[src/sv/dhcpf_pkg.sv]
`timescale 1ns / 1ps
package dhcpf_pkg;

  // one frame byte in wire order
  typedef struct packed {
    logic [7:0] frame_byte;
    logic       last_byte;
  } frame_item_t;

  // verdict for one frame
  typedef struct packed {
    logic       accept;
    logic [7:0] message_type;
  } result_item_t;

  // configuration register values
  typedef struct packed {
    logic [47:0] own_mac;
    logic [31:0] own_ip;
    logic [10:0] min_frame_length;
  } cfg_t;

  // configuration register indexes
  localparam logic [1:0] REG_OWN_MAC          = 2'd0;
  localparam logic [1:0] REG_OWN_IP           = 2'd1;
  localparam logic [1:0] REG_MIN_FRAME_LENGTH = 2'd2;

  localparam logic [10:0] MIN_FRAME_LENGTH_RESET = 11'd278;

  // frame layout
  localparam int unsigned DST_MAC_BYTES   = 6;
  localparam int unsigned ETYPE_HI_POS    = 12;
  localparam int unsigned ETYPE_LO_POS    = 13;
  localparam int unsigned IHL_POS         = 14;
  localparam int unsigned PROTO_POS       = 23;
  localparam int unsigned IP_FIXED_END    = 24;
  localparam int unsigned ETH_HDR_BYTES   = 14;
  localparam int unsigned UDP_HDR_BYTES   = 8;
  localparam int unsigned DHCP_FIXED_BODY = 236;
  localparam int unsigned COOKIE_BYTES    = 4;

  // field values
  localparam logic [7:0] BCAST_BYTE    = 8'hFF;
  localparam logic [7:0] ETYPE_IPV4_HI = 8'h08;
  localparam logic [7:0] ETYPE_IPV4_LO = 8'h00;
  localparam logic [3:0] MIN_IHL       = 4'd5;
  localparam logic [7:0] PROTO_UDP     = 8'd17;
  localparam logic [7:0] PORT_HI       = 8'd0;
  localparam logic [7:0] CLIENT_PORT   = 8'd68;
  localparam logic [7:0] SERVER_PORT   = 8'd67;
  localparam logic [7:0] COOKIE_B0     = 8'h63;
  localparam logic [7:0] COOKIE_B1     = 8'h82;
  localparam logic [7:0] COOKIE_B2     = 8'h53;
  localparam logic [7:0] COOKIE_B3     = 8'h63;

  // option codes
  localparam logic [7:0] OPT_END       = 8'd255;
  localparam logic [7:0] OPT_MSG_TYPE  = 8'd53;
  localparam logic [7:0] OPT_SERVER_ID = 8'd54;

  // checks_passed bits
  localparam int unsigned CHK_BCAST  = 0;
  localparam int unsigned CHK_OWNMAC = 1;
  localparam int unsigned CHK_ETYPE  = 2;
  localparam int unsigned CHK_IHL    = 3;
  localparam int unsigned CHK_PROTO  = 4;
  localparam int unsigned CHK_UDP    = 5;

endpackage

[src/sv/dhcpf_cfg.sv]
`timescale 1ns / 1ps
module dhcpf_cfg
  import dhcpf_pkg::*;
(
  input  logic        clk,
  input  logic        rst,
  input  logic        wr_en,
  input  logic [1:0]  wr_index,
  input  logic [47:0] wr_data,
  output cfg_t        cfg
);

  always_ff @(posedge clk) begin
    if (rst) begin
      cfg.own_mac          <= '0;
      cfg.own_ip           <= '0;
      cfg.min_frame_length <= MIN_FRAME_LENGTH_RESET;
    end else if (wr_en) begin
      unique case (wr_index)
        REG_OWN_MAC:          cfg.own_mac          <= wr_data;
        REG_OWN_IP:           cfg.own_ip           <= wr_data[31:0];
        REG_MIN_FRAME_LENGTH: cfg.min_frame_length <= wr_data[10:0];
        default: ;
      endcase
    end
  end

endmodule

[src/sv/dhcpf_parse.sv]
`timescale 1ns / 1ps
module dhcpf_parse
  import dhcpf_pkg::*;
#(
  parameter int MAX_FRAME_BYTES = 2048
) (
  input  logic         clk,
  input  logic         rst,
  input  logic         step,
  input  frame_item_t  item,
  input  cfg_t         cfg,
  output result_item_t result
);

  localparam int POS_W = $clog2(MAX_FRAME_BYTES);
  localparam int PW1   = POS_W + 1;
  localparam int CMP_W = (PW1 > 11) ? PW1 : 11;
  localparam logic [POS_W-1:0] LIMIT = POS_W'(MAX_FRAME_BYTES - 1);

  // frame state
  logic [POS_W-1:0] byte_position, byte_position_next;
  logic [3:0]       header_words, header_words_next;
  logic [5:0]       checks_passed, checks_passed_next;
  logic [POS_W-1:0] next_option_start, next_option_start_next;
  logic             option_phase, option_phase_next;
  logic             options_ended, options_ended_next;
  logic             type_found, type_found_next;
  logic [7:0]       type_value, type_value_next;
  logic             type_armed, type_armed_next;
  logic [PW1-1:0]   type_at, type_at_next;
  logic             server_id_seen, server_id_seen_next;
  logic [31:0]      server_id_bytes, server_id_bytes_next;
  logic             sid_armed, sid_armed_next;
  logic [PW1-1:0]   sid_at, sid_at_next;

  logic [7:0]     b;
  logic [PW1-1:0] pw;
  logic [PW1-1:0] udp, cookie, opts, cookie_end, nxt, sid_off, eff_nos;
  logic           at_opts, eff_phase, examine;
  logic [7:0]     mac_byte;
  logic           ok;

  assign b  = item.frame_byte;
  assign pw = {1'b0, byte_position};

  assign udp     = PW1'(ETH_HDR_BYTES) + PW1'({header_words, 2'b00});
  assign cookie  = udp + PW1'(UDP_HDR_BYTES + DHCP_FIXED_BODY);
  assign opts    = cookie + PW1'(COOKIE_BYTES);
  assign at_opts = (pw == opts);
  assign sid_off = pw - sid_at;
  assign examine = step && (byte_position < LIMIT);

  always_comb begin
    case (byte_position[2:0])
      3'd0:    mac_byte = cfg.own_mac[47:40];
      3'd1:    mac_byte = cfg.own_mac[39:32];
      3'd2:    mac_byte = cfg.own_mac[31:24];
      3'd3:    mac_byte = cfg.own_mac[23:16];
      3'd4:    mac_byte = cfg.own_mac[15:8];
      default: mac_byte = cfg.own_mac[7:0];
    endcase
  end

  always_comb begin
    byte_position_next     = byte_position;
    header_words_next      = header_words;
    checks_passed_next     = checks_passed;
    next_option_start_next = next_option_start;
    option_phase_next      = option_phase;
    options_ended_next     = options_ended;
    type_found_next        = type_found;
    type_value_next        = type_value;
    type_armed_next        = type_armed;
    type_at_next           = type_at;
    server_id_seen_next    = server_id_seen;
    server_id_bytes_next   = server_id_bytes;
    sid_armed_next         = sid_armed;
    sid_at_next            = sid_at;
    eff_phase              = at_opts ? 1'b0 : option_phase;
    eff_nos                = at_opts ? opts : {1'b0, next_option_start};
    nxt                    = pw + PW1'(1) + PW1'(b);
    cookie_end             = '0;
    ok                     = 1'b0;
    result                 = '0;

    if (examine) begin
      if (pw < PW1'(DST_MAC_BYTES)) begin
        if (b != BCAST_BYTE) checks_passed_next[CHK_BCAST] = 1'b0;
        if (b != mac_byte)   checks_passed_next[CHK_OWNMAC] = 1'b0;
      end else if (pw == PW1'(IHL_POS)) begin
        header_words_next = b[3:0];
        if (b[3:0] < MIN_IHL) checks_passed_next[CHK_IHL] = 1'b0;
      end else begin
        if ((pw == PW1'(ETYPE_HI_POS) && b != ETYPE_IPV4_HI) ||
            (pw == PW1'(ETYPE_LO_POS) && b != ETYPE_IPV4_LO))
          checks_passed_next[CHK_ETYPE] = 1'b0;
        if (pw == PW1'(PROTO_POS) && b != PROTO_UDP)
          checks_passed_next[CHK_PROTO] = 1'b0;

        if (pw >= PW1'(IP_FIXED_END)) begin
          // udp ports and magic cookie
          if ((pw == udp && b != PORT_HI) ||
              (pw == udp + PW1'(1) && b != CLIENT_PORT) ||
              (pw == udp + PW1'(2) && b != PORT_HI) ||
              (pw == udp + PW1'(3) && b != SERVER_PORT))
            checks_passed_next[CHK_UDP] = 1'b0;
          if ((pw == cookie && b != COOKIE_B0) ||
              (pw == cookie + PW1'(1) && b != COOKIE_B1) ||
              (pw == cookie + PW1'(2) && b != COOKIE_B2) ||
              (pw == cookie + PW1'(3) && b != COOKIE_B3))
            checks_passed_next[CHK_UDP] = 1'b0;

          // option value capture
          if (type_armed && pw == type_at) begin
            type_value_next = b;
            type_armed_next = 1'b0;
          end
          if (sid_armed && pw >= sid_at && sid_off < PW1'(4)) begin
            case (sid_off[1:0])
              2'd0:    server_id_bytes_next[31:24] = server_id_bytes[31:24] | b;
              2'd1:    server_id_bytes_next[23:16] = server_id_bytes[23:16] | b;
              2'd2:    server_id_bytes_next[15:8]  = server_id_bytes[15:8] | b;
              default: server_id_bytes_next[7:0]   = server_id_bytes[7:0] | b;
            endcase
            if (sid_off[1:0] == 2'd3) sid_armed_next = 1'b0;
          end

          // option tlv walk
          if (at_opts) begin
            next_option_start_next = opts[POS_W-1:0];
            option_phase_next      = 1'b0;
          end
          if (pw >= opts && !options_ended) begin
            if (!eff_phase) begin
              if (pw == eff_nos) begin
                if (b == OPT_END) begin
                  options_ended_next = 1'b1;
                end else begin
                  if (b == OPT_MSG_TYPE && !type_found) begin
                    type_found_next = 1'b1;
                    type_armed_next = 1'b1;
                    type_at_next    = pw + PW1'(2);
                  end
                  if (b == OPT_SERVER_ID && !server_id_seen) begin
                    server_id_seen_next = 1'b1;
                    sid_armed_next      = 1'b1;
                    sid_at_next         = pw + PW1'(2);
                  end
                  option_phase_next = 1'b1;
                end
              end
            end else begin
              if (nxt > {1'b0, LIMIT}) next_option_start_next = LIMIT;
              else                     next_option_start_next = nxt[POS_W-1:0];
              option_phase_next = 1'b0;
            end
          end
        end
      end
    end

    if (step && item.last_byte) begin
      cookie_end = PW1'(ETH_HDR_BYTES + UDP_HDR_BYTES + DHCP_FIXED_BODY + 3) +
                   PW1'({header_words_next, 2'b00});
      ok = (checks_passed_next[CHK_OWNMAC:CHK_BCAST] != 2'b00) &&
           (&checks_passed_next[CHK_UDP:CHK_ETYPE]) &&
           (cookie_end <= pw) && (cookie_end < {1'b0, LIMIT}) &&
           (CMP_W'(pw) + CMP_W'(1) >= CMP_W'(cfg.min_frame_length)) &&
           !(server_id_seen_next && server_id_bytes_next != cfg.own_ip);
      result.accept       = ok;
      result.message_type = type_value_next;

      // start over for the next frame
      byte_position_next     = '0;
      header_words_next      = '0;
      checks_passed_next     = '1;
      next_option_start_next = '0;
      option_phase_next      = 1'b0;
      options_ended_next     = 1'b0;
      type_found_next        = 1'b0;
      type_value_next        = '0;
      type_armed_next        = 1'b0;
      type_at_next           = '0;
      server_id_seen_next    = 1'b0;
      server_id_bytes_next   = '0;
      sid_armed_next         = 1'b0;
      sid_at_next            = '0;
    end else if (examine) begin
      byte_position_next = byte_position + POS_W'(1);
    end
  end

  always_ff @(posedge clk) begin
    if (rst) begin
      byte_position     <= '0;
      header_words      <= '0;
      checks_passed     <= '1;
      next_option_start <= '0;
      option_phase      <= 1'b0;
      options_ended     <= 1'b0;
      type_found        <= 1'b0;
      type_value        <= '0;
      type_armed        <= 1'b0;
      type_at           <= '0;
      server_id_seen    <= 1'b0;
      server_id_bytes   <= '0;
      sid_armed         <= 1'b0;
      sid_at            <= '0;
    end else begin
      byte_position     <= byte_position_next;
      header_words      <= header_words_next;
      checks_passed     <= checks_passed_next;
      next_option_start <= next_option_start_next;
      option_phase      <= option_phase_next;
      options_ended     <= options_ended_next;
      type_found        <= type_found_next;
      type_value        <= type_value_next;
      type_armed        <= type_armed_next;
      type_at           <= type_at_next;
      server_id_seen    <= server_id_seen_next;
      server_id_bytes   <= server_id_bytes_next;
      sid_armed         <= sid_armed_next;
      sid_at            <= sid_at_next;
    end
  end

endmodule

[src/sv/dhcp_request_frame_filter.sv]
`timescale 1ns / 1ps
// DHCP request frame filter. Takes an Ethernet frame one byte per transfer and,
// on the transfer carrying last_byte, emits one result: accept is high when the
// frame is a client DHCP packet for this server (destination broadcast or
// own_mac, IPv4/UDP with IHL of at least 5, ports 68 to 67 at 14 + 4*IHL, magic
// cookie present, length at least min_frame_length, and the first server
// identifier option, if any, equal to own_ip); message_type is the value of the
// first message-type option, or 0 when there is none. The block takes one byte
// every cycle with no gaps needed: a byte is registered on input, examined by a
// combinational parser against the running frame state, and the verdict lands
// in the result register. The input stalls only when a verdict is due while the
// previous one is still held by a stalled output. Byte positions count up to
// MAX_FRAME_BYTES - 1 and hold there; bytes from that position on are ignored.
// Configuration registers, index 0 own_mac, 1 own_ip, 2 min_frame_length
// (reset 278), are written through cfg_valid/cfg_ready (always ready) while the
// block is idle; this is up to the user, as the block has no check for it.
module dhcp_request_frame_filter
  import dhcpf_pkg::*;
#(
  parameter int MAX_FRAME_BYTES = 2048
) (
  input  logic         clk,
  input  logic         rst,
  // frame byte stream
  input  logic         frame_valid,
  output logic         frame_stall,
  input  frame_item_t  frame,
  // verdict stream
  output logic         result_valid,
  input  logic         result_stall,
  output result_item_t result,
  // register writes
  input  logic         cfg_valid,
  output logic         cfg_ready,
  input  logic [1:0]   cfg_index,
  input  logic [47:0]  cfg_data
);

  cfg_t         cfg;
  logic         s1_valid;
  frame_item_t  s1_item;
  logic         blocked;
  logic         step;
  logic         take;
  result_item_t verdict;

  // registers are always writable
  assign cfg_ready = 1'b1;

  dhcpf_cfg u_cfg (
    .clk      (clk),
    .rst      (rst),
    .wr_en    (cfg_valid && cfg_ready),
    .wr_index (cfg_index),
    .wr_data  (cfg_data),
    .cfg      (cfg)
  );

  // a last byte cannot move on while the previous verdict sits unclaimed
  assign blocked     = s1_valid && s1_item.last_byte && result_valid && result_stall;
  assign frame_stall = blocked;
  assign step        = s1_valid && !blocked;
  assign take        = frame_valid && !frame_stall;

  // input register
  always_ff @(posedge clk) begin
    if (rst) begin
      s1_valid <= 1'b0;
    end else if (take) begin
      s1_valid <= 1'b1;
    end else if (step) begin
      s1_valid <= 1'b0;
    end
  end

  always_ff @(posedge clk) begin
    if (take) begin
      s1_item <= frame;
    end
  end

  dhcpf_parse #(
    .MAX_FRAME_BYTES (MAX_FRAME_BYTES)
  ) u_parse (
    .clk    (clk),
    .rst    (rst),
    .step   (step),
    .item   (s1_item),
    .cfg    (cfg),
    .result (verdict)
  );

  // result register
  always_ff @(posedge clk) begin
    if (rst) begin
      result_valid <= 1'b0;
    end else if (step && s1_item.last_byte) begin
      result_valid <= 1'b1;
    end else if (!result_stall) begin
      result_valid <= 1'b0;
    end
  end

  always_ff @(posedge clk) begin
    if (step && s1_item.last_byte) begin
      result <= verdict;
    end
  end

  // a verdict only appears after a last byte went through the parser
  a_result_from_last: assert property (@(posedge clk) disable iff (rst)
    $rose(result_valid) |-> $past(step && s1_item.last_byte))
    else $error("result without a last byte");

  // the input only stalls behind a held verdict
  a_stall_cause: assert property (@(posedge clk) disable iff (rst)
    frame_stall |-> (result_valid && result_stall && s1_valid))
    else $error("input stalled without a held verdict");

  // a blocked byte stays in the input register
  a_blocked_holds: assert property (@(posedge clk) disable iff (rst)
    blocked |=> (s1_valid && $stable(s1_item)))
    else $error("blocked byte lost");

endmodule
[config.mk]
export PLATFORM = sky130hd
export DESIGN_NAME = dhcp_request_frame_filter
export DESIGN_NICKNAME = d
export VERILOG_FILES = /design/src/sv/dhcpf_pkg.sv /design/src/sv/dhcpf_cfg.sv /design/src/sv/dhcpf_parse.sv /design/src/sv/dhcp_request_frame_filter.sv
export SDC_FILE = /design/constraint.sdc
export NUM_CORES = 1
export LEC_CHECK = 0
export ABC_AREA = 1
export BUFFER_PORTS_ARGS = -buffer_cell sky130_fd_sc_hd__buf_4
export CAP_MARGIN = 40
export CORE_MARGIN = 4
export CORE_UTILIZATION = 40
export CTS_BUF_LIST = sky130_fd_sc_hd__clkbuf_2 sky130_fd_sc_hd__clkbuf_4 sky130_fd_sc_hd__clkbuf_8
export CTS_CLUSTER_DIAMETER = 40
export DETAILED_ROUTE_END_ITERATION = 10
export PLACE_DENSITY = 0.57
export SLEW_MARGIN = 20
export SYNTH_ARGS = -nofsm -noshare
export SYNTH_HDL_FRONTEND = slang
export SYNTH_SLANG_ARGS = --single-unit
[constraint.sdc]
create_clock -name clk -period 8.1 [get_ports clk]
set_input_delay 1.215 -clock clk [delete_from_list [all_inputs] [get_ports clk]]
set_output_delay 1.215 -clock clk [all_outputs]
set_load 0.005 [all_outputs]
==> qor.tcl, run 1 <==
set qor(worst_clock_skew_ns) 0.02430
set qor(final-instance-count-excl-fill) 2296
set qor(drt_iter0_markers) 1101
set qor(static_leakage_nw) 6.474
set qor(post-cts-setup-buffer-count) 0
set qor(cp-start-kind) {flop}
set qor(maxCapViolCount) 0
set qor(routedWlPerCell_um) 17.01
set qor(worstPathRequired_ns) 8.50
set qor(tightest_slew_margin_relative_to_the_limit) 0.4392
set qor(clock.fmax_mhz) 218.0
set qor(layout.filler_cells) 3145
set qor(grt_pass1_vias) 11080
set qor(synth.distinct_cells) 55
set qor(fp.coreArea_um2) 29950
set qor(vias_per_cell) 5.209
set qor(layout-drive-gt1-share) 0.1060
set qor(cp_max_stage_delay_ns) 0.77
set qor(run_status) {finished clean}
set qor(final_cell_mix) {378 x sky130_fd_sc_hd__nand2_1, 249 x sky130_fd_sc_hd__nor2_1, 218 x sky130_fd_sc_hd__inv_1}
set qor(cpLargestDelayFamily) {simple AND/OR/NAND/NOR gates}
set qor(clock-root-buffer) {sky130_fd_sc_hd__clkbuf_8}
set qor(route.detailed.drc) 0
set qor(worst-endpoint-arrival_ns) 4.98
set qor(die-height_um) 183.2
set qor(timing.setup.tns_ns) 0
set qor(fp.dieArea_um2) 33550
set qor(cp_cell_sequence) {ha_1 -> nand3_1 -> nor2_1 -> nand2_1 -> inv_2 -> nand2_2 -> nand2_4 -> nor3_2 -> nand2_1 -> o21a_1 -> inv_1 -> ha_1 -> ha_1 -> a21oi_1 -> nand2_1 -> nand3_1 -> a21boi_0 -> o221ai_1 -> nand2_1 -> a21oi_1 -> nand2_1 -> nor2_1 -> nand3_1 -> a21oi_1}
set qor(worst_ir_drop_vdd_v) 0.0001346
set qor(grt_util_all_layers) 0.2273
set qor(cts_hold_buf) 0
set qor(post_route_ant_nets) 0
set qor(period_needed_ns) 4.588
set qor(maximum_number_of_pins_on_one_net_before_global_route_repair) 92
set qor(worst-setup-path-type) {flop to flop}
set qor(post_synth_inst_count) 1821
set qor(finalWorstSetupSlack_ns) 3.512
set qor(hp-class) {flop to flop}
set qor(area_growth_pct) 13.96
set qor(max_slew.worst_pin.slew_ns) 0.8393
set qor(gp_congestion) 0.9144
set qor(wl_um) 39050
set qor(post_route_core_utilization) 0.4670
set qor(io_pins) 76
set qor(initial_cell_density_of_the_core) 0.4098
set qor(tritoncts) {yes}
set qor(globalRoute.totalOverflow) 0
set qor(finalSetupViolations) 0
set qor(share_of_the_yosys_chip_area_belonging_to_registers) 0.3621
set qor(setup_repair_after_global_routing_missed_its_margin) {no}
set qor(nets) 1994
set qor(final_common_cell) {sky130_fd_sc_hd__nand2_1}
set qor(buffer_ports.inserted) 74
set qor(synth_top_area_share) 0.3180
set qor(timing.critical_path.fanout_max) 19
set qor(share_of_flip_flops_with_an_asynchronous_set_or_reset) 0
set qor(die_width_um) 183.2
set qor(row_count) 63
set qor(share_of_the_cycle_needed_by_the_critical_path_after_routing) 0.5664
set qor(cpMostUsedCell) {sky130_fd_sc_hd__nand2_1}
set qor(synth_flop_cell) {sky130_fd_sc_hd__dfxtp_1}
set qor(dr_total_vias) 11960
set qor(post_cts_resized) 0
set qor(critical_path.n_buffers_inverters) 2
set qor(clock_latency_ns) 0.55
set qor(synth-edff-count) 18
set qor(drtPass1Iterations) 5
set qor(place_worst_setup_slack_ns) 3.409
set qor(syn-cell-area_um2) 12270
set qor(report.final.slew_viol_count) 0
set qor(numPlacedInstances) 2221
set qor(crit_path_top_delay_cell) {sky130_fd_sc_hd__dfxtp_1}
set qor(clock_path_buffers) 3
set qor(cts_htree_levels) 2
set qor(antenna_cells) 0
set qor(postSynthRegisterBits) 213
set qor(yosysTopAreaCell) {sky130_fd_sc_hd__dfxtp_1}
set qor(final_hold_viol_count) 0
set qor(netlist_top_cells_area) {sky130_fd_sc_hd__dfxtp_1 32%, sky130_fd_sc_hd__nand2_1 12%, sky130_fd_sc_hd__nor2_1 7.6%}
set qor(pwr_density_cell_nw_per_um2) 195.5
set qor(final.hold.worst_slack_ns) 0.4592
set qor(initial_antenna_violation_count) 0
set qor(yosysWarnings) 0
set qor(synth.avg_cell_area_um2) 6.740
set qor(grt_first_pass_wirelength_um) 61230
set qor(clkSinkCount) 213
set qor(cts-buffers-inserted) 42
set qor(clkSlewWorstSetupHoldPaths_ns) 0.06
set qor(cp-end-kind) {flop}
set qor(hpwl_um) 28050
-- cell families after synthesis --
logic type / Yosys count / share of synthesized area
buf+inv: 306 / 0.09990
fa+ha+maj: 55 / 0.05729
compound gates: 351 / 0.1544
other cells: 1 / 0.0003055
simple gates: 848 / 0.2925
flops: 213 / 0.3621
xor+xnor: 47 / 0.03354
-- final timing paths --
path / startpoint / to / slack, ns / cells after the start
worst max-delay path: u_parse.byte_position[1] / result[8] / 3.51 / 24
worst min register to register: u_parse.sid_at[3] / u_parse.sid_at[3] / 0.46 / 2
worst max register to register: u_parse.byte_position[1] / result[8] / 3.51 / 24
worst min-delay path: u_parse.sid_at[3] / u_parse.sid_at[3] / 0.46 / 2
-- layout make-up --
type,instances,area [um^2],area share
multi-input combinational,1303,6620,0.4733
clock buffer,58,723.2,0.05170
clock inverter,17,203.9,0.01458
sequential,213,4444,0.3177
inverter,228,857.1,0.06128
timing repair buffer,87,650.6,0.04652
tap,390,488.0,0.03489
-- synth_stat cells, types with 8 or more instances --
cell,number
sky130_fd_sc_hd__nand4_1,19
sky130_fd_sc_hd__buf_2,12
sky130_fd_sc_hd__a21oi_1,150
sky130_fd_sc_hd__nand3_1,148
sky130_fd_sc_hd__nor3_1,17
sky130_fd_sc_hd__nand2_1,378
sky130_fd_sc_hd__xor2_1,42
sky130_fd_sc_hd__dfxtp_1,195
sky130_fd_sc_hd__edfxtp_1,18
sky130_fd_sc_hd__o21ai_0,142
sky130_fd_sc_hd__nor2_1,250
sky130_fd_sc_hd__clkbuf_1,52
sky130_fd_sc_hd__inv_1,218
sky130_fd_sc_hd__ha_1,53
sky130_fd_sc_hd__o21ai_1,15
sky130_fd_sc_hd__o22ai_1,8
sky130_fd_sc_hd__inv_2,8
-- where the power goes --
| group | switching [mW] | internal (mW) | total (mW) |
|---|---|---|---|
| Sequential | 0.0379 | 1.10 | 1.13 |
| Clock | 0.487 | 0.711 | 1.20 |
| Combinational | 0.272 | 0.131 | 0.403 |
-- registers in the layout (all words and copies together) (netlist names), 4 cells and up --
register,count
u_cfg.cfg,91
result,9
u_parse.next_option_start,11
u_parse.checks_passed,6
u_parse.type_at,12
s1_item,9
u_parse.byte_position,11
u_parse.server_id_bytes,32
u_parse.sid_at,12
u_parse.type_value,8
u_parse.header_words,4
-- metal layers --
metal  global-route usage  up-vias  part of all wire  wire [um]
li1                     -     6011                 -          -
met1               0.3319     5478              0.47      18350
met2               0.3487      405              0.43      16930
met3              0.04026       67             0.074       2900
met4              0.05691        0             0.022        865
met5                    0        -                 0          0
-- worst min-delay path, stage by stage, from the launching register on --
cell                      delay (ns)
sky130_fd_sc_hd__dfxtp_1        0.29
sky130_fd_sc_hd__inv_1          0.06
sky130_fd_sc_hd__a21oi_1        0.06
-- stage by stage --
| step | total power [mW] | instance area (um^2) |
|---|---|---|
| after global routing | 2.864 | 13990 |
| after floorplan | 1.414 | 12280 |
| after global placement | 1.551 | 13060 |
| final | 2.734 | 13990 |
| after detailed placement | 1.554 | 13060 |
| after CTS | 2.762 | 13990 |
No activity file was read; power rests on OpenSTA's default activity.
==> run 2: changes to the inputs <==
==> constraint.sdc (replaced) <==
create_clock -name clk -period 4.5 [get_ports clk]
set_input_delay 0.675 -clock clk [delete_from_list [all_inputs] [get_ports clk]]
set_output_delay 0.675 -clock clk [all_outputs]
set_load 0.005 [all_outputs]
==> run 2 against run 1 <==
  * Register-to-register slack got worse by 3.1 ns
  * Highest routed layer unchanged
  * Clock skew grew 0.011 ns
  * Maximum frequency up 13%
  * Clock power increased by 63%
  * Utilization is 0.75 points higher
  * Global-route usage grew 0.12 points
  * Combinational power grew 96%
  * Final cell count rose by 1.4%
  * Sequential share of layout area decreased by 0.50 points
  * Largest cell class unchanged
  * Hold slack worse by 0.15 ns
  * Count of clock-buffer cells in the layout grew 2
  * Critical path type unchanged
  * Non-clock buffer count is 33 higher
==> qor.tcl, run 2 (synthesis gave the netlist of run 1 again) <==
set qor(grt_pass1_vias) 11350 ;# was 11.08k
set qor(report.final.slew_viol_count) 0 ;# unchanged
set qor(layout-drive-gt1-share) 0.1218 ;# was 0.1060
set qor(grt_util_all_layers) 0.2285 ;# was 0.2273
set qor(period_needed_ns) 4.067 ;# was 4.588 ns
set qor(pwr_density_cell_nw_per_um2) 336.0 ;# was 195.5 nW/um^2
set qor(fp.dieArea_um2) 33550 ;# unchanged
set qor(worst_clock_skew_ns) 0.03505 ;# was 0.02430 ns
set qor(crit_path_top_delay_cell) {sky130_fd_sc_hd__dfxtp_1} ;# unchanged
set qor(final_hold_viol_count) 0 ;# unchanged
set qor(cts-buffers-inserted) 40 ;# was 42
set qor(gp_congestion) 0.9731 ;# was 0.9144
set qor(worst-setup-path-type) {flop to flop} ;# unchanged
set qor(multi_input_area_um2) 6633 ;# was 6620 um^2
set qor(timing.reg2reg.worst_path_depth) 29 ;# was 24
set qor(min-delay-start) {frame[7]} ;# was u_parse.sid_at[3]
set qor(post_cts_resized) 0 ;# unchanged
set qor(regArea_um2) 4444 ;# unchanged
set qor(final.hold.worst_slack_ns) 0.3136 ;# was 0.4592 ns
set qor(fp.coreArea_um2) 29950 ;# unchanged
set qor(die-height_um) 183.2 ;# unchanged
set qor(buffer_ports.inserted) 74 ;# unchanged
set qor(post_route_ant_nets) 0 ;# unchanged
set qor(hpwl_um) 28690 ;# was 28050 um
set qor(r2r-end) {u_parse.type_at[11]} ;# was result[8]
set qor(largestRegisters) {u_cfg.cfg (91), u_parse.server_id_bytes (32)} ;# unchanged
set qor(power.share.switching) 0.3007 ;# was 0.2914
set qor(cp-end-kind) {flop} ;# unchanged
set qor(finalSetupViolations) 0 ;# unchanged
set qor(largest_reg_flops) 91 ;# unchanged
set qor(dr_total_vias) 12030 ;# was 11.96k
set qor(top_register) {u_cfg.cfg} ;# unchanged
set qor(cpMostUsedCell) {sky130_fd_sc_hd__nand2_1} ;# unchanged
set qor(clock_latency_ns) 0.56 ;# was 0.55 ns
set qor(cp_max_stage_delay_ns) 0.42 ;# was 0.77 ns
set qor(critical_path.n_buffers_inverters) 4 ;# was 2
set qor(seqPwrFrac) 0.424 ;# was 0.415
set qor(die_width_um) 183.2 ;# unchanged
set qor(initial_cell_density_of_the_core) 0.4098 ;# unchanged
set qor(hp-class) {input port to flop} ;# was flop to flop
set qor(final_common_cell) {sky130_fd_sc_hd__nand2_1} ;# unchanged
set qor(clkSlewWorstSetupHoldPaths_ns) 0.06 ;# about the same
set qor(drt_iter0_markers) 1016 ;# was 1101
set qor(static_leakage_nw) 6.641 ;# was 6.474 nW
set qor(switching_power_mw) 1.436 ;# was 0.7968 mW
set qor(run_status) {finished clean} ;# unchanged
set qor(worst-endpoint-arrival_ns) 4.53 ;# was 4.98 ns
set qor(vias_per_cell) 5.169 ;# was 5.209
set qor(timing.critical_path.fanout_max) 14 ;# was 19
set qor(routedWlPerCell_um) 16.62 ;# was 17.01 um
set qor(cts_htree_levels) 2 ;# unchanged
set qor(cpLargestDelayFamily) {simple AND/OR/NAND/NOR gates} ;# unchanged
set qor(clock_path_buffers) 3 ;# unchanged
set qor(area_growth_pct) 15.78 ;# was 13.96%
set qor(clock_power_share) 0.411 ;# was 0.438
set qor(hold_critical_path_depth) 1 ;# was 2
set qor(intPower_mw) 3.339 ;# was 1.938 mW
set qor(initial_antenna_violation_count) 0 ;# unchanged
set qor(reg2reg_from) {u_parse.header_words[0]} ;# was u_parse.byte_position[1]
set qor(row_count) 63 ;# unchanged
set qor(nets) 2025 ;# was 1994
set qor(timing.hold.worst_endpoint) {s1_item[7]} ;# was u_parse.sid_at[3]
set qor(clkSinkCount) 213 ;# unchanged
set qor(worstPathRequired_ns) 4.96 ;# was 8.50 ns
set qor(maxCapViolCount) 0 ;# unchanged
set qor(share_of_the_cycle_needed_by_the_critical_path_after_routing) 0.9038 ;# was 0.5664
set qor(tritoncts) {yes} ;# unchanged
set qor(maximum_number_of_pins_on_one_net_before_global_route_repair) 53 ;# was 92
set qor(clock.fmax_mhz) 245.9 ;# was 218.0 MHz
set qor(final_cell_mix) {378 x sky130_fd_sc_hd__nand2_1, 249 x sky130_fd_sc_hd__nor2_1, 217 x sky130_fd_sc_hd__inv_1} ;# was 378 x sky130_fd_sc_hd__nand2_1, 249 x sky130_fd_sc_hd__nor2_1, 218 x sky130_fd_sc_hd__inv_1
set qor(tightest_slew_margin_relative_to_the_limit) 0.4136 ;# was 0.4392
set qor(clock-root-buffer) {sky130_fd_sc_hd__clkbuf_8} ;# unchanged
set qor(max_slew.worst_pin.slew_ns) 0.8716 ;# was 0.8393 ns
set qor(route.detailed.drc) 0 ;# unchanged
set qor(regToRegSetupSlack_ns) 0.43 ;# was 3.51 ns
set qor(timing.setup.tns_ns) 0 ;# unchanged
set qor(post-cts-setup-buffer-count) 0 ;# unchanged
set qor(wl_um) 38680 ;# was 39050 um
set qor(drtPass1Iterations) 5 ;# unchanged
set qor(cts_hold_buf) 0 ;# unchanged
set qor(globalRoute.totalOverflow) 0 ;# unchanged
set qor(grt_first_pass_wirelength_um) 61560 ;# was 61230 um
set qor(comb_power_share) 0.165 ;# was 0.147
set qor(antenna_cells) 0 ;# unchanged
set qor(worst_ir_drop_vdd_v) 0.0002289 ;# was 0.0001346 V
set qor(setup_repair_after_global_routing_missed_its_margin) {no} ;# unchanged
set qor(io_pins) 76 ;# unchanged
set qor(layout.filler_cells) 3138 ;# was 3145
set qor(cp-start-kind) {flop} ;# unchanged
==> run 2: final cells by class <==
type                       instances  area share
multi-input combinational       1303      0.4667
clock buffer                      60     0.05415
inverter                         228     0.06040
timing repair buffer             120     0.06603
sequential                       213      0.3127
tap                              390     0.03434
clock inverter                    13    0.005635
==> run 2: how the worst max path moves through the flow <==
| stage | cells after the start | to | slack (ns) | from |
|---|---|---|---|---|
| finish | 29 | u_parse.type_at[11] | 0.43 | u_parse.header_words[0] |
| global route | 29 | u_parse.type_at[1] | 0.0002 | u_parse.header_words[0] |
| CTS | 26 | u_parse.sid_at[6] | 0.32 | u_parse.header_words[0] |
| detailed placement | 27 | u_parse.type_at[11] | 0.35 | u_parse.header_words[0] |
| global placement | 28 | u_parse.type_at[11] | 0.43 | u_parse.header_words[0] |
| floorplan | 29 | u_parse.sid_at[10] | 0.87 | u_parse.header_words[0] |
==> run 2: worst reg2reg max path, delay by kind of cell, from the launching register on <==
family | cells | cell delay [ns]
buf+inv | 4 | 0.43
simple gates | 19 | 2.14
flops | 1 | 0.42
fa+ha+maj | 2 | 0.50
compound gates | 4 | 0.49
==> run 2: routing by layer <==
layer  part of all wire  global-route usage
met1               0.48              0.3328
met2               0.43              0.3524
met3              0.070             0.03768
met4              0.022             0.06019
met5                  0                   0
==> run 2: power by group through the flow <==
stage          Combinational, mW  Clock (mW)  Sequential [mW]
3_3_place_gp               0.769           0             2.06
2_1_floorplan              0.506           0             2.04
5_1_grt                    0.883        2.10             2.03
6_report                   0.789        1.96             2.02
4_1_cts                    0.781        2.00             2.02
3_5_place_dp               0.777           0             2.06
==> run 2: through the flow <==
stage / instances / utilization / power, mW / cell area, um^2 / setup slack (ns)
floorplan: 1822 / - / 2.545 / 12280 / 0.8688
global placement: 2252 / 0.4443 / 2.829 / 13310 / 0.4312
detailed placement: 2254 / 0.4456 / 2.838 / 13350 / 0.3472
CTS: 2327 / 0.4740 / 4.805 / 14200 / 0.3152
global route: 2327 / 0.4744 / 5.012 / 14210 / 0.0001683
finish: 2327 / 0.4744 / 4.775 / 14210 / 0.4330
==> run 3: changes to the inputs <==
==> constraint.sdc (replaced) <==
create_clock -name clk -period 3.9 [get_ports clk]
set_input_delay 0.585 -clock clk [delete_from_list [all_inputs] [get_ports clk]]
set_output_delay 0.585 -clock clk [all_outputs]
set_load 0.005 [all_outputs]
==> run 3 against run 2 <==
  * Hold slack got worse by 0.11 ns
  * Routed wire length rose by 3.5%
  * Die area did not move
  * Sequential power up 16%
  * Power increased by 20%
  * Critical path depth decreased by 6
  * Worst setup slack worse by 0.23 ns
  * Flip-flop and latch count unchanged
  * Global-route usage rose by 0.22 points
  * Critical path type unchanged
  * Critical endpoint is now u_parse.type_at[4]
==> qor.tcl, run 3 (synthesis gave the netlist of run 1 again) <==
set qor(run_status) {finished clean} ;# unchanged
set qor(maximum_number_of_pins_on_one_net_before_global_route_repair) 50 ;# was 53
set qor(max_slew.worst_pin.slew_ns) 0.8161 ;# was 0.8716 ns
set qor(io_pins) 76 ;# unchanged
set qor(worst_clock_skew_ns) 0.02826 ;# was 0.03505 ns
set qor(clock-root-buffer) {sky130_fd_sc_hd__clkbuf_8} ;# unchanged
set qor(final_common_cell) {sky130_fd_sc_hd__nand2_1} ;# unchanged
set qor(cts-buffers-inserted) 43 ;# was 40
set qor(post_route_core_utilization) 0.4983 ;# was 0.4744
set qor(largest_reg_flops) 91 ;# unchanged
set qor(initial_cell_density_of_the_core) 0.4098 ;# unchanged
set qor(cts_hold_buf) 0 ;# unchanged
set qor(worst_ir_drop_vdd_v) 0.0002727 ;# was 0.0002289 V
set qor(report.final.slew_viol_count) 0 ;# unchanged
set qor(cp_max_stage_delay_ns) 0.70 ;# was 0.42 ns
set qor(worst-setup-path-type) {flop to flop} ;# unchanged
set qor(initial_antenna_violation_count) 0 ;# unchanged
set qor(antenna_cells) 0 ;# unchanged
set qor(clkSinkCount) 213 ;# unchanged
set qor(clock.fmax_mhz) 270.7 ;# was 245.9 MHz
set qor(hp-class) {input port to flop} ;# unchanged
set qor(numPlacedInstances) 2278 ;# was 2254
set qor(worst-endpoint-arrival_ns) 4.12 ;# was 4.53 ns
set qor(final_cell_mix) {371 x sky130_fd_sc_hd__nand2_1, 240 x sky130_fd_sc_hd__nor2_1, 209 x sky130_fd_sc_hd__inv_1} ;# was 378 x sky130_fd_sc_hd__nand2_1, 249 x sky130_fd_sc_hd__nor2_1, 217 x sky130_fd_sc_hd__inv_1
set qor(row_count) 63 ;# unchanged
set qor(crit_path_top_delay_cell) {sky130_fd_sc_hd__nor3_1} ;# was sky130_fd_sc_hd__dfxtp_1
set qor(die-height_um) 183.2 ;# unchanged
set qor(clock_path_buffers) 3 ;# unchanged
set qor(final-instance-count-excl-fill) 2380 ;# was 2327
set qor(wl_um) 40020 ;# was 38680 um
set qor(clock_latency_ns) 0.56 ;# about the same
set qor(finalSetupViolations) 0 ;# unchanged
set qor(clkSlewWorstSetupHoldPaths_ns) 0.05 ;# was 0.06 ns
set qor(globalRoute.totalOverflow) 0 ;# unchanged
set qor(routedWlPerCell_um) 16.82 ;# was 16.62 um
set qor(layout.filler_cells) 3102 ;# was 3138
set qor(fp.dieArea_um2) 33550 ;# unchanged
set qor(nets) 2077 ;# was 2025
set qor(detail_route.wirelength.met1_um) 19050 ;# was 18510 um
set qor(area_growth_pct) 21.60 ;# was 15.78%
set qor(pwr_density_cell_nw_per_um2) 384.4 ;# was 336.0 nW/um^2
set qor(critical_path.n_buffers_inverters) 4 ;# unchanged
set qor(grt_first_pass_wirelength_um) 62350 ;# was 61560 um
set qor(highest_layer) {met4} ;# unchanged
set qor(tightest_slew_margin_relative_to_the_limit) 0.4517 ;# was 0.4136
set qor(die_width_um) 183.2 ;# unchanged
set qor(worstPathRequired_ns) 4.33 ;# was 4.96 ns
set qor(grt_util_all_layers) 0.2308 ;# was 0.2285
set qor(final_hold_viol_count) 0 ;# unchanged
set qor(wl_met2_um) 17330 ;# was 16610 um
set qor(cp_cell_sequence) {inv_2 -> ha_4 -> inv_2 -> nor2_2 -> nor2_2 -> a21oi_4 -> or2_4 -> nand2_4 -> nand2_2 -> nand2_2 -> nand2_2 -> ha_4 -> nand2_4 -> nor2_4 -> nand3_2 -> buf_2 -> nand2_1 -> nand2_1 -> nor3_1 -> nand2_8 -> buf_4 -> o21ai_1 -> nor2_1}
set qor(multi_input_area_um2) 6865 ;# was 6633 um^2
set qor(drt_iter0_markers) 926 ;# was 1016
set qor(gp_congestion) 0.9321 ;# was 0.9731
set qor(cts_htree_levels) 2 ;# unchanged
set qor(fp.coreArea_um2) 29950 ;# unchanged
set qor(timing.setup.tns_ns) 0 ;# unchanged
set qor(route.detailed.drc) 0 ;# unchanged
set qor(largestRegisters) {u_cfg.cfg (91), u_parse.server_id_bytes (32)} ;# unchanged
set qor(dr_total_vias) 12410 ;# was 12.03k
set qor(wl_met3_um) 2485 ;# was 2707 um
set qor(final.hold.worst_slack_ns) 0.2064 ;# was 0.3136 ns
set qor(period_needed_ns) 3.694 ;# was 4.067 ns
set qor(cpMostUsedCell) {sky130_fd_sc_hd__nand2_2} ;# was sky130_fd_sc_hd__nand2_1
set qor(timing.critical_path.fanout_max) 6 ;# was 14
set qor(drtPass1Iterations) 5 ;# unchanged
set qor(regArea_um2) 4453 ;# was 4444 um^2
set qor(grt_pass1_vias) 11640 ;# was 11.35k
set qor(layout-drive-gt1-share) 0.1719 ;# was 0.1218
set qor(static_leakage_nw) 6.891 ;# was 6.641 nW
set qor(hpwl_um) 29030 ;# was 28690 um
set qor(vias_per_cell) 5.212 ;# was 5.169
set qor(tritoncts) {yes} ;# unchanged
set qor(buffer_ports.inserted) 74 ;# unchanged
set qor(cpLargestDelayFamily) {simple AND/OR/NAND/NOR gates} ;# unchanged
set qor(share_of_the_cycle_needed_by_the_critical_path_after_routing) 0.9472 ;# was 0.9038
set qor(post_route_ant_nets) 0 ;# unchanged
set qor(cp-end-kind) {flop} ;# unchanged
set qor(maxCapViolCount) 0 ;# unchanged
set qor(top_register) {u_cfg.cfg} ;# unchanged
set qor(cp-start-kind) {flop} ;# unchanged
run 3: repair_timing:
item	4_1_cts	5_1_grt
setup buffers	0	21
gates resized for setup	2	81
pin swaps	0	30
cloned	0	3
setup endpoints to repair	3	31
run 3: worst paths after layout:
path | startpoint | to | slack [ns] | depth (start not counted)
setup / recovery | u_parse.header_words[1] | u_parse.type_at[4] | 0.21 | 23
hold / removal | frame[4] | s1_item[4] | 0.21 | 1
setup reg to reg | u_parse.header_words[1] | u_parse.type_at[4] | 0.21 | 23
hold reg to reg | u_parse.checks_passed[1] | u_parse.checks_passed[1] | 0.46 | 2
run 3: layout make-up:
type                            instances  share of cell area
Sequential cell                       213              0.2983
Multi-Input combinational cell       1304              0.4600
Tap cell                              390             0.03269
Inverter                              228             0.05784
Timing Repair inverter                  1           0.0004191
Clock inverter                         17             0.01039
Timing Repair Buffer                  167             0.08877
Clock buffer                           60             0.05155
run 3: routing by layer:
metal  track usage  vias up
li1              -     6194
met1        0.3348     5750
met2        0.3539      379
met3       0.03788       82
met4       0.06764        0
met5             0        -
run 3: power breakdown:
part           switching (mW)  internal, mW  total [mW]  leakage [nW]
combinational           0.617         0.341       0.958          4.65
clock                    1.02          1.42        2.44         0.479
sequential             0.0595          2.28        2.34          1.76
run 3: stage by stage:
| stage | cell area, um^2 | worst slack (ns) | power (mW) |
|---|---|---|---|
| floorplan | 12280 | 0.2688 | 2.937 |
| global placement | 13540 | 0.02341 | 3.286 |
| detailed placement | 13540 | -0.01450 | 3.293 |
| CTS | 14470 | 0.01333 | 5.750 |
| global route | 14930 | -0.05063 | 6.009 |
| finish | 14930 | 0.2060 | 5.738 |
